`src/rtl/nwom_pkg.sv`:
```
// Shared types, constants and calendar helper functions for the nth-weekday unit.
`default_nettype none

package nwom_pkg;

  // Request fields as they arrive on the input channel
  typedef struct packed {
    logic [13:0] year;
    logic [3:0]  month;
    logic [2:0]  weekday;
    logic [2:0]  occurrence;
    logic        from_end;
  } nwom_in_t;

  // Result fields as they leave on the output channel
  typedef struct packed {
    logic [4:0] day_of_month;
    logic       found;
  } nwom_out_t;

  // Shifted year width: 14-bit year plus the 400-year offset
  localparam int unsigned YEAR_W   = 15;
  localparam int unsigned SUM_W    = 15;
  localparam int unsigned PROD100_W = 28;
  localparam int unsigned PROD7_W  = 30;

  localparam int unsigned YEAR_OFFSET = 400;
  localparam int unsigned CENTURY     = 100;

  // y/100 = (y * 5243) >> 19, exact for y below 2^15
  localparam int unsigned RECIP100 = 5243;
  localparam int unsigned SHIFT100 = 19;
  // s/7 = (s * 18725) >> 17, exact for s below 2^15
  localparam int unsigned RECIP7   = 18725;
  localparam int unsigned SHIFT7   = 17;

  localparam logic [3:0] MONTH_JAN = 4'd1;
  localparam logic [3:0] MONTH_FEB = 4'd2;
  localparam logic [3:0] MONTH_MAR = 4'd3;
  localparam logic [3:0] MONTH_DEC = 4'd12;

  // Entry 0 is a leap-year February, then January through December
  localparam logic [4:0] MONTH_DAYS [0:12] = '{
    5'd29, 5'd31, 5'd28, 5'd31, 5'd30, 5'd31, 5'd30,
    5'd31, 5'd31, 5'd30, 5'd31, 5'd30, 5'd31
  };

  // Month part of the weekday sum: 1 + 2m + 3(m+1)/5, with January and
  // February taken as months 13 and 14
  function automatic logic [5:0] month_term(input logic [3:0] month);
    logic [5:0] term;
    case (month)
      4'd1:    term = 6'd35;
      4'd2:    term = 6'd38;
      4'd3:    term = 6'd9;
      4'd4:    term = 6'd12;
      4'd5:    term = 6'd14;
      4'd6:    term = 6'd17;
      4'd7:    term = 6'd19;
      4'd8:    term = 6'd22;
      4'd9:    term = 6'd25;
      4'd10:   term = 6'd27;
      4'd11:   term = 6'd30;
      4'd12:   term = 6'd32;
      default: term = 6'd0;
    endcase
    return term;
  endfunction

  function automatic logic [4:0] month_len(input logic [3:0] month, input logic leap);
    logic [4:0] len;
    if (month == MONTH_FEB && leap) begin
      len = MONTH_DAYS[0];
    end else if (month >= MONTH_JAN && month <= MONTH_DEC) begin
      len = MONTH_DAYS[month];
    end else begin
      len = MONTH_DAYS[MONTH_JAN];
    end
    return len;
  endfunction

  // Reduce a value below 14 modulo 7
  function automatic logic [2:0] mod7_small(input logic [3:0] v);
    logic [3:0] r;
    r = (v >= 4'd7) ? (v - 4'd7) : v;
    return r[2:0];
  endfunction

  // Partial results handed from the date-sum stages to the locate stages
  typedef struct packed {
    logic [SUM_W-1:0] sum;   // weekday sum before mod 7
    logic [4:0]       len;   // days in month
    logic [2:0]       lm;    // (len - 1) mod 7
    logic [2:0]       t;     // wanted weekday, 0 Monday
    logic [2:0]       occ;
    logic             back;
    logic             ok;    // request fields in range
  } nwom_sum_t;

endpackage

`default_nettype wire

```
`src/rtl/nwom_year.sv`:
```
// Two pipeline stages that form the day-of-week sum and the month length.
`default_nettype none

module nwom_year import nwom_pkg::*; (
  input  wire logic      clk,
  input  wire logic      rst_n,
  input  wire logic      in_vld,
  input  nwom_in_t       in_q,
  output logic           sum_vld,
  output nwom_sum_t      sum_q
);

  // Stage 1 registers
  logic                  v1_r, v1_nxt;
  logic [YEAR_W-1:0]     y1_r, y1_nxt;
  logic [PROD100_W-1:0]  prod1_r, prod1_nxt;
  logic [5:0]            mterm1_r, mterm1_nxt;
  logic [3:0]            month1_r;
  logic [2:0]            t1_r, t1_nxt;
  logic [2:0]            occ1_r;
  logic                  back1_r;
  logic                  ok1_r, ok1_nxt;

  // Stage 2 registers
  logic                  v2_r;
  nwom_sum_t             s2_r, s2_nxt;

  logic [8:0]            q100;
  logic [YEAR_W-1:0]     r100;
  logic                  div4, div100, div400, leap;

  // Stage 1: shift the year, start y/100 by reciprocal multiply
  always_comb begin
    y1_nxt     = YEAR_W'(in_q.year) + YEAR_W'(YEAR_OFFSET)
               - YEAR_W'(in_q.month < MONTH_MAR);
    prod1_nxt  = PROD100_W'(y1_nxt) * PROD100_W'(RECIP100);
    mterm1_nxt = month_term(in_q.month);
    t1_nxt     = in_q.weekday - 3'd1;
    ok1_nxt    = (in_q.month inside {[MONTH_JAN:MONTH_DEC]}) && (in_q.weekday != 3'd0)
               && (in_q.occurrence inside {[3'd1:3'd5]});
    v1_nxt     = in_vld;
  end

  always_ff @(posedge clk) begin
    if (!rst_n) begin
      v1_r <= 1'b0;
    end else begin
      v1_r <= v1_nxt;
    end
    y1_r     <= y1_nxt;
    prod1_r  <= prod1_nxt;
    mterm1_r <= mterm1_nxt;
    month1_r <= in_q.month;
    t1_r     <= t1_nxt;
    occ1_r   <= in_q.occurrence;
    back1_r  <= in_q.from_end;
    ok1_r    <= ok1_nxt;
  end

  // Stage 2: finish the sum; leap test only matters for February, where
  // the shifted year is one below the real year
  always_comb begin
    q100   = prod1_r[SHIFT100 +: 9];
    r100   = y1_r - YEAR_W'(YEAR_W'(q100) * YEAR_W'(CENTURY));
    div4   = (y1_r[1:0] == 2'b11);
    div100 = (r100 == YEAR_W'(CENTURY - 1));
    div400 = div100 && (q100[1:0] == 2'b11);
    leap   = (div4 && !div100) || div400;

    s2_nxt.sum  = SUM_W'(mterm1_r) + SUM_W'(y1_r) + SUM_W'(y1_r >> 2)
                - SUM_W'(q100) + SUM_W'(q100 >> 2);
    s2_nxt.len  = month_len(month1_r, leap);
    s2_nxt.lm   = (s2_nxt.len == 5'd28) ? 3'd6 : 3'(s2_nxt.len - 5'd29);
    s2_nxt.t    = t1_r;
    s2_nxt.occ  = occ1_r;
    s2_nxt.back = back1_r;
    s2_nxt.ok   = ok1_r;
  end

  always_ff @(posedge clk) begin
    if (!rst_n) begin
      v2_r <= 1'b0;
    end else begin
      v2_r <= v1_r;
    end
    s2_r <= s2_nxt;
  end

  assign sum_vld = v2_r;
  assign sum_q   = s2_r;

endmodule

`default_nettype wire

```
`src/rtl/nwom_locate.sv`:
```
// Two pipeline stages that reduce the sum mod 7 and place the wanted occurrence.
`default_nettype none

module nwom_locate import nwom_pkg::*; (
  input  wire logic      clk,
  input  wire logic      rst_n,
  input  wire logic      sum_vld,
  input  nwom_sum_t      sum_q,
  output logic           out_vld,
  output nwom_out_t      out_q
);

  logic                  v3_r;
  logic [PROD7_W-1:0]    prod3_r, prod3_nxt;
  nwom_sum_t             s3_r;

  logic                  v4_r;
  nwom_out_t             res4_r, res4_nxt;

  logic [12:0]           q7;
  logic [2:0]            w1, off_f, wl, off_b, occm1;
  logic [5:0]            k7, day_f, day_b, last;
  logic                  found_f, found_b, found;
  logic [5:0]            day;

  // Stage 3: quotient of the sum by 7 via reciprocal multiply
  assign prod3_nxt = PROD7_W'(sum_q.sum) * PROD7_W'(RECIP7);

  always_ff @(posedge clk) begin
    if (!rst_n) begin
      v3_r <= 1'b0;
    end else begin
      v3_r <= sum_vld;
    end
    prod3_r <= prod3_nxt;
    s3_r    <= sum_q;
  end

  // Stage 4: remainder is below 7, so its low 3 bits suffice; s - 7q is
  // s + q modulo 8
  always_comb begin
    q7    = prod3_r[SHIFT7 +: 13];
    w1    = s3_r.sum[2:0] + q7[2:0];
    occm1 = s3_r.occ - 3'd1;
    k7    = {occm1, 3'b000} - 6'(occm1);

    // Count forward from day 1
    off_f   = mod7_small(4'(s3_r.t) + 4'd7 - 4'(w1));
    day_f   = 6'(off_f) + 6'd1 + k7;
    found_f = (day_f <= 6'(s3_r.len));

    // Count back from the last day
    wl      = mod7_small(4'(w1) + 4'(s3_r.lm));
    off_b   = mod7_small(4'(wl) + 4'd7 - 4'(s3_r.t));
    last    = 6'(s3_r.len) - 6'(off_b);
    found_b = (last > k7);
    day_b   = last - k7;

    found = s3_r.ok && (s3_r.back ? found_b : found_f);
    day   = s3_r.back ? day_b : day_f;

    res4_nxt.found        = found;
    res4_nxt.day_of_month = found ? day[4:0] : 5'd0;
  end

  always_ff @(posedge clk) begin
    if (!rst_n) begin
      v4_r <= 1'b0;
    end else begin
      v4_r <= v3_r;
    end
    res4_r <= res4_nxt;
  end

  assign out_vld = v4_r;
  assign out_q   = res4_r;

endmodule

`default_nettype wire

```
`src/rtl/nth_weekday_of_month_unit.sv`:
```
// Top level of the nth-weekday-of-month unit: input register and result pipeline.
//
//   channel   ports                     handshake
//   --------  ------------------------  --------------------------------------
//   request   start, busy, in_req       taken at a clock edge with start & !busy
//   result    out_valid, out_res        one-cycle strobe, receiver cannot stall
//
// Every request yields exactly one result. busy stays low: a new request is
// taken every cycle, and up to five are in flight through the input register,
// two date-sum stages and two locate stages.
// The depth is set by the two reciprocal multiplies (by 1/100 and by 1/7),
// each followed by its own register.
// Reset (rst_n low at a clock edge) drops every request in flight; no result
// strobes until new requests arrive. Nothing ever stalls the pipeline.
`default_nettype none

module nth_weekday_of_month_unit import nwom_pkg::*; (
  input  wire logic      clk,
  input  wire logic      rst_n,
  input  wire logic      start,
  output logic           busy,
  input  nwom_in_t       in_req,
  output logic           out_valid,
  output nwom_out_t      out_res
);

  logic        v0_r, v0_nxt;
  nwom_in_t    req0_r;

  logic        sum_vld;
  nwom_sum_t   sum_q;

  // The pipeline never backs up, so never refuse a request
  assign busy   = 1'b0;
  assign v0_nxt = start && !busy;

  // Hold the request in the input register; advance it every cycle
  always_ff @(posedge clk) begin
    if (!rst_n) begin
      v0_r <= 1'b0;
    end else begin
      v0_r <= v0_nxt;
    end
    req0_r <= in_req;
  end

  // Shifted year, y/100 and the weekday sum; month length with leap rule
  nwom_year u_year (
    .clk     (clk),
    .rst_n   (rst_n),
    .in_vld  (v0_r),
    .in_q    (req0_r),
    .sum_vld (sum_vld),
    .sum_q   (sum_q)
  );

  // Weekday of day 1, then the requested occurrence in either direction
  nwom_locate u_locate (
    .clk     (clk),
    .rst_n   (rst_n),
    .sum_vld (sum_vld),
    .sum_q   (sum_q),
    .out_vld (out_valid),
    .out_q   (out_res)
  );

endmodule

`default_nettype wire
```
`config.mk`:
```
export PLATFORM = sky130hd
export DESIGN_NAME = nth_weekday_of_month_unit
export DESIGN_NICKNAME = d
export VERILOG_FILES = /design/src/rtl/nwom_pkg.sv /design/src/rtl/nwom_year.sv /design/src/rtl/nwom_locate.sv /design/src/rtl/nth_weekday_of_month_unit.sv
export SDC_FILE = /design/constraint.sdc
export NUM_CORES = 1
export LEC_CHECK = 0
export BUFFER_PORTS_ARGS = -buffer_cell sky130_fd_sc_hd__buf_4
export CAP_MARGIN = 25
export CORE_MARGIN = 2
export CORE_UTILIZATION = 30
export CTS_CLUSTER_DIAMETER = 30
export CTS_CLUSTER_SIZE = 16
export DETAILED_ROUTE_END_ITERATION = 10
export GPL_ROUTABILITY_DRIVEN = 0
export HOLD_SLACK_MARGIN = 0.1
export SLEW_MARGIN = 20
export SYNTH_ARGS = -nofsm -noshare
export SYNTH_HDL_FRONTEND = slang
export SYNTH_HIERARCHICAL = 1
export SYNTH_SLANG_ARGS = --single-unit
```
`constraint.sdc`:
```
create_clock -name clk -period 8 [get_ports clk]
set_input_delay 0.4 -clock clk [delete_from_list [all_inputs] [get_ports clk]]
set_output_delay 0.4 -clock clk [all_outputs]
set_load 0.05 [all_outputs]
```
; ---- Yosys cells after proc, flatten, opt, wreduce, memory -nomap -nowiden
; Memory sizes are Yosys's and may differ from the RTL's. A register that Yosys moved wholly into a read port is not among the register bits.
; Index checks and enable logic that the tools add are counted.
[op_classes]
addsub = 24
n_mul = 3
div_mod_pow = 0
order_cmp = 13
eq_ne = 5
shift = 0
muxes = 9
n_bitwise = 1
n_reduce_logical = 12
[ops]
columns = operator, count
row1 = $mul A15 B13 Y28 const B, 1
row2 = $mux W5, 5
row3 = $mul A15 B15 Y20 const B, 1
row4 = $add A14 B9 Y15 const B, 1
row5 = $add A15 B13 Y15, 1
row6 = $add A15 B7 Y15, 1
row7 = $add A6 B15 Y15, 1
row8 = $eq A15 B7 Y1 const B, 1
row9 = $sub A15 B1 Y15, 1
row10 = $sub A15 B15 Y15, 1
row11 = $sub A15 B9 Y15, 1
row12 = $mul A9 B5 Y13 const B, 1
row13 = $ge A4 B3 Y1 const B, 3
row14 = $sub A3 B3 Y3 const B, 4
row15 = $logic_and A1 B1 Y1, 9
row16 = $mux W3, 3
row17 = $add A3 B3 Y4 const B, 2
row18 = $ge A4 B1 Y1 const B, 2
row19 = $le A4 B4 Y1 const B, 2
row20 = $sub A4 B3 Y4, 2
row21 = $add A4 B6 Y6, 1
row22 = $gt A6 B6 Y1, 1
row23 = $le A6 B5 Y1, 1
row24 = $sub A3 B1 Y3 const B, 2
row25 = other kinds (18), 19
[word_totals]
ff_bits = 161
latchBits = 0
mem_bits_rw = 0
rom_bits = 176
input_bits = 28
output_inout_bits = 8
elab_cells = 103
memories = 2
[memory_table]
columns = name, words, word_bits, read_ports, rd_ports_with_merged_regs, wr, line
row1 = (name not given), 16, 6, 1, 1, 0, nwom_pkg.sv:52  ; case (month)
row2 = (name not given), 16, 5, 1, 0, 0, nwom_pkg.sv:75  ; len = MONTH_DAYS[month];

; ---- Depth between registers and ports, before layout
; Gate-level depths: netlist (run 1).
[logic_depth]
depth_word = 12
depth_mapped = 33
mapped_depth_nobuf = 33

; ---- Modules after synthesis
; Netlist (run 1), hierarchy kept.
[modules_own_cells]
columns = mod, n_inst, cells_per_inst, area_each_um2
row1 = nwom_year, 1, 866, 8463.1
row2 = nwom_locate, 1, 378, 3848.7
row3 = nth_weekday_of_month_unit, 1, 29, 538.0

; ---- Worst setup path after synthesis (run 1)
; No wires, ideal clock.
[synth_timing]
path_type = register -> register
start = register req0_r[7] in the netlist's numbering
end = register u_year.prod1_r[27]
setup_time_ps = 72
arrival_ps = 7110
required_ps = 7928
slack_ps = 818
path_stages_with_launch = 34
n_path_buf = 0
synth_period_minus_slack_ps = 7182
cell_sequence = dfxtp_1 > ha_1 > nor3_1 > ha_1 > inv_1 > ha_1 > inv_1 > fa_1 > nor2b_1 > o21ai_1 > a21boi_1 > o31a_1 > o31a_1 > o31ai_1 > mux2_2 > or2_2 > ha_1 > inv_1 > fa_1 > inv_1 > fa_1 > fa_1 > inv_1 > fa_1 > inv_1 > ha_1 > o21ai_0 > o21ai_0 > a221oi_1 > a2bb2oi_1 > a31oi_1 > a21o_1 > a21oi_1 > xnor2_1
[synth_via]
elab_chain_cells = 3
[synth_rtl]
columns = element, line
row1 = start: declaration, nth_weekday_of_month_unit.sv:28  ; nwom_in_t req0_r;
row2 = start signal: assignment, nth_weekday_of_month_unit.sv:44  ; req0_r <= in_req;
row3 = $lt A4 B2 Y1, nwom_year.sv:35  ; - YEAR_W'(in_q.month < MONTH_MAR);
row4 = $sub A15 B1 Y15, nwom_year.sv:35
row5 = net u_year.y1_nxt[13], nwom_year.sv:15  ; logic [YEAR_W-1:0] y1_r, y1_nxt;
row6 = $mul A15 B13 Y28, nwom_year.sv:36  ; prod1_nxt = PROD100_W'(y1_nxt) * PROD100_W'(RECIP100);
row7 = net u_year.prod1_nxt[27], nwom_year.sv:16  ; logic [PROD100_W-1:0] prod1_r, prod1_nxt;
row8 = end signal: assignment, nwom_year.sv:51  ; prod1_r <= prod1_nxt;
row9 = end: declaration, nwom_year.sv:16
; The timed path passes the listed nets, and every way through them passes these cells.
; A chain may end at the register's enable or synchronous reset.

; ---- Final worst setup path (run 1)
; Ends and elaborated chain as after synthesis.

==> results of run 1 <==
-- sequential cells by signal, indices dropped and copies added (netlist names), 3 cells and up --
| name | cells |
|---|---|
| u_year/occ1_r | 3 |
| u_year/mterm1_r | 6 |
| u_year/y1_r | 14 |
| u_locate/out_q | 6 |
| u_year/prod1_r | 10 |
| u_locate/prod3_r | 3 |
| req0_r | 25 |
| u_year/month1_r | 4 |
| u_year/sum_q | 28 |
| u_year/t1_r | 3 |
| u_locate/s3_r | 19 |
-- metrics by stage --
stage	cells	utilization
after global routing	1903	0.348
after global placement	1847	0.327
final	1903	0.348
after CTS	1903	0.347
after detailed placement	1847	0.327
after floorplan	1275	-
-- routing by layer --
| metal | vias up | GRT usage | part of all wire |
|---|---|---|---|
| met2 | 69 | 0.217 | 0.50 |
| met3 | 20 | 0.0232 | 0.020 |
| met5 | - | 0 | 0 |
| li1 | 4296 | - | - |
| met1 | 3994 | 0.145 | 0.46 |
| met4 | 0 | 0.0318 | 0.014 |
-- worst reg2reg max path: cells and delay by family (launching register included) --
| kind | cells | cell delay, ps |
|---|---|---|
| buf+inv | 6 | 350 |
| compound gates | 12 | 2210 |
| flops | 1 | 350 |
| xor+xnor | 1 | 140 |
| mux | 1 | 370 |
| simple gates | 3 | 590 |
| fa+ha+maj | 10 | 3430 |
-- layout by cell type (no fill, tap or decap), drive strengths merged, types with 7 or more instances in the layout --
cell,Yosys,final
mux2i,7,7
nor2,34,34
nor3,16,16
fa,130,130
o21ai,27,27
dfxtp,128,128
xnor2,60,60
xor2,24,24
clkbuf,2,17
a31oi,13,13
dlygate4sd3,0,25
nand2,26,26
ha,300,300
a211oi,7,7
nand2b,8,8
a21oi,44,44
and2,9,9
nand4,8,8
nor2b,9,9
inv,309,319
buf,5,40
a21o,24,24
-- kinds of logic after synthesis --
group | Yosys count
DFF | 128
other | 2
adders and majority gates | 430
AOI/OAI and AO/OA | 163
and+or+nand+nor | 138
xor gates and xnor gates | 84
muxes | 12
buffers and inverters | 316
-- layout make-up --
type                    instances  area [um2]
multi-input cells             831        9140
clock inverters                14         144
repair buffers                 65         551
clock buffers                  17         425
inverters                     309        1160
well taps                     539         674
fillers                      4259       27500
flip-flops and latches        128        2560
-- path summary, 6_finish.rpt --
kind | start | endpoint | depth (start not counted)
worst min-delay path | start | v0_r$_SDFF_PN0_ | 2
worst max register to register | req0_r[7]$_DFF_P_ | u_year/prod1_r[27]$_DFF_P_ | 33
worst min register to register | u_year/sum_q[5]$_DFF_P_ | u_locate/s3_r[5]$_DFF_P_ | 0
worst max-delay path | req0_r[7]$_DFF_P_ | u_year/prod1_r[27]$_DFF_P_ | 33
-- Yosys cell counts (all sizes together), types with 16 or more instances --
cell | instances | share of area
nor3 | 16 | 0.0062
a21oi | 44 | 0.017
xnor2 | 60 | 0.043
nor2 | 34 | 0.0099
nand2 | 26 | 0.0076
xor2 | 24 | 0.017
o21ai | 27 | 0.011
ha | 300 | 0.29
dfxtp | 128 | 0.20
a21o | 24 | 0.014
fa | 130 | 0.20
inv | 309 | 0.090
-- repair_timing --
item                                   in CTS  in global routing
resized for setup                           0                 12
hold buffers                               25                  0
endpoints found under the hold margin      25                  0
setup endpoints to repair                   0                  8
==> results.cfg, run 1 <==
[routing]
wl_per_cell_um = 12.8
dr_total_vias = 8379
dr.pass1.iters = 6
routed_via_density = 4.40
drc = 0
ant_nets = 0
routed_wl_um = 24400
drt-initial-drc-count = 250

[critical_path]
critPathKind = reg2reg
crit_fanout = 7
crit_required_ps = 8360
slowest_stage = fa_1
crit_arrival_ps = 7900
crit_family = adder cells
rrSetupSlack_ps = 450
path_buf_inv = 6
critPathMostFrequentCell = inv_1
critPathCaptureType = flop
cp_slowest_stage_delay_ps = 520
critPathLaunchType = flop

[clock_network]
cts_tree = yes
cts_root_buf = clkbuf_16
clock_sinks = 128
cts_made_buffers = 17
clockBufferDepth = 2
htreeDepth = 4
cts_setup_buffers = 0
clk_latency_ps = 440
clk_pin_slew_ps = 60

[synthesis]
ys_seq_elements = 128
synth_compound_area_frac = 0.0862
synth_area_um2 = 12800
synthAdderAreaFrac = 0.495
syn_avg_cell_area_um2 = 10.1
synth_mux_area_frac = 0.00983
yosysWarnings = 6
synthFlopType = dfxtp_1
synthSimpleGateAreaFrac = 0.0557
synth-xor-area-share = 0.0599
postSynthCellCount = 1273
synth-async-reset-ratio = 0
synth-edff-count = 0
synth.distinct_cells = 67
synth_top_family_by_area = adder cells
synth_seq_area_share = 0.199

[floorplanning]
core.rowCount = 75
io_pins = 36
start_util = 0.305
die_height_um = 211
die_x_um = 211
core_um2 = 42100
die-area_um2 = 44500

[global_routing]
grt_max_degree = 17
grt_pass1_vias = 9226
grt_usage = 0.120
grt_pass1_wl_um = 42700
antenna_found_initial = 0
grt_overflow = 0

[run_status]
outcome = complete, no violations

[sta]
slew_violations = 0
slew_headroom = 0.444
fmax_ghz = 0.133
tightest_slew_ps = 822
period_share = 0.943
fin_hold_ws_ps = 167
fin_tns_setup_ps = 0
hold_viol = 0
finalSetupViolCount = 0
final.min_clock_period_ps = 7550
layout_setup_ws_ps = 455
finClkSkew_ps = 13.5

[cells_and_area]
antennaDiodeCount = 0
nets = 1810
area_growth_pct = 14.1
stdcell_area_um2 = 14700
drive_gt1_frac = 0.0762

[job]
maxCapViolCount = 0

[place]
numPortBuffers = 34
dp_hpwl_um = 20600
place_area_um2 = 13800
pre_cts_ws_ps = 176

[worst_hold_path]
min_path_type = in2reg
Power of run 1 is left out: the tool's default activity adds up to more than one toggle a clock period on the data nets, which glitch-free logic cannot reach.
==> inputs of run 2 (changes only) <==
CORE_ASPECT_RATIO = 0.5   (was default)
CORE_UTILIZATION = 62   (was 30)
PLACE_DENSITY_LB_ADDON = 0.3   (was default)
==> run 2 against run 1 <==
Flip-flop and latch count stayed put. Non-clock buffer count is 1 lower. Critical path depth is the same. Fmax down 2.2%. Wire length grew 1.0%. Global-route usage is 12 points higher. Setup slack worse by 170 ps. Via count up 3.7%. Cell count decreased by 14%. Highest routed layer unchanged.
==> results.cfg, run 2 (synthesized netlist as in run 1, its figures left out) <==
[run_status]
outcome = complete, no violations

[routing]
ant_nets = 0
routed_via_density = 5.31
routed_wl_um = 24700
drc = 0
dr_total_vias = 8690
drt-initial-drc-count = 315
wl_per_cell_um = 15.1
dr.pass1.iters = 4

[floorplanning]
die-area_um2 = 22000
die_x_um = 208
core_um2 = 20400
core.rowCount = 37
start_util = 0.629
die_height_um = 106
io_pins = 36

[place]
numPortBuffers = 34
dp_hpwl_um = 20000

[sta]
finClkSkew_ps = 17.0
tightest_slew_ps = 792
period_share = 0.965
finalSetupViolCount = 0
slew_violations = 0
fmax_ghz = 0.130
final.min_clock_period_ps = 7720
hold_viol = 0
slew_headroom = 0.468
fin_tns_setup_ps = 0

[critical_path]
r2r_cells = 33
rr_endpoint = u_year/prod1_r[27]$_DFF_P_
rrSetupSlack_ps = 280
cp_slowest_stage_delay_ps = 530
slowest_stage = fa_1
critPathMostFrequentCell = inv_1
crit_arrival_ps = 8070
crit_fanout = 7
critPathCaptureType = flop
critPathLaunchType = flop
reg2reg_from = req0_r[7]$_DFF_P_
cp-startpoint = req0_r[7]$_DFF_P_
crit_required_ps = 8360
critPathKind = reg2reg

[global_routing]
grt_pass1_vias = 9413
grt_overflow = 0
grt_usage = 0.241
antenna_found_initial = 0
grt_pass1_wl_um = 42000
grt_max_degree = 17

[cells_and_area]
mostFrequentLayoutCells = inv_1, ha_1, fa_1
final_common_cell = inv_1
nets = 1809
fill_cells = 1452
drive_gt1_frac = 0.0755
antennaDiodeCount = 0
area_growth_pct = 11.6
largest_reg_flops = 28

[worst_hold_path]
hold_path.startpoint = start
min_path_type = in2reg
min_to = v0_r$_SDFF_PN0_
holdPathStages = 2

[job]
maxCapViolCount = 0

[clock_network]
cts_tree = yes
clock_sinks = 128
clockBufferDepth = 2
htreeDepth = 4
clk_pin_slew_ps = 60
clk_latency_ps = 430
cts_made_buffers = 17
cts_root_buf = clkbuf_16
run 2: layout make-up:
cell class                      instances  area, um2  share of cell area
Tap cell                              273        342              0.0238
Sequential cell                       128       2560               0.179
Timing Repair Buffer                   64        541              0.0377
Multi-Input combinational cell        831       9140               0.637
Inverter                              309       1160              0.0809
Clock buffer                           17        425              0.0297
Clock inverter                         15        170              0.0119
run 2: what timing repair did:
action                                  4_1_cts  5_1_grt
buffers inserted                              0        1
hold buffers                                 25        0
hold endpoints to repair                     25        0
gates resized for setup                       0       11
endpoints found under the setup margin        0        8
run 2: routing by layer:
metal / wire [um] / track usage
met1: 10600 / 0.267
met5: 0 / 0
met2: 12700 / 0.458
met3: 737 / 0.0524
met4: 625 / 0.0806
run 2: worst max-delay path by stage:
stage,end,slack (ps),depth (start not counted)
final,u_year/prod1_r[27]$_DFF_P_,280,33
after detailed placement,u_year/prod1_r[27]$_DFF_P_,170,33
after floorplan,u_year/prod1_r[27]$_DFF_P_,820,33
after CTS,u_year/prod1_r[27]$_DFF_P_,110,33
after global placement,u_year/prod1_r[27]$_DFF_P_,370,33
after global routing,u_year/prod1_r[27]$_DFF_P_,-30,33
run 2: per-stage QoR:
step                       util  hold slack (ps)  worst slack, ps  area, um2  cells
after CTS                 0.699              161              112      14300   1635
after detailed placement  0.658              312              174      13400   1578
after global routing      0.702              158            -25.5      14300   1637
final                     0.702              173              283      14300   1637
after floorplan               -              310              818      12900   1275
after global placement    0.658              311              371      13400   1578
run 2: critical path: cells and delay by family, from the launching register on:
family	cells	cell delay (ps)
fa+ha+maj	10	3340
compound gates	12	2500
simple gates	3	590
mux	1	380
flops	1	360
buf+inv	6	360
xor+xnor	1	130
Power of run 2 is left out for the same reason.
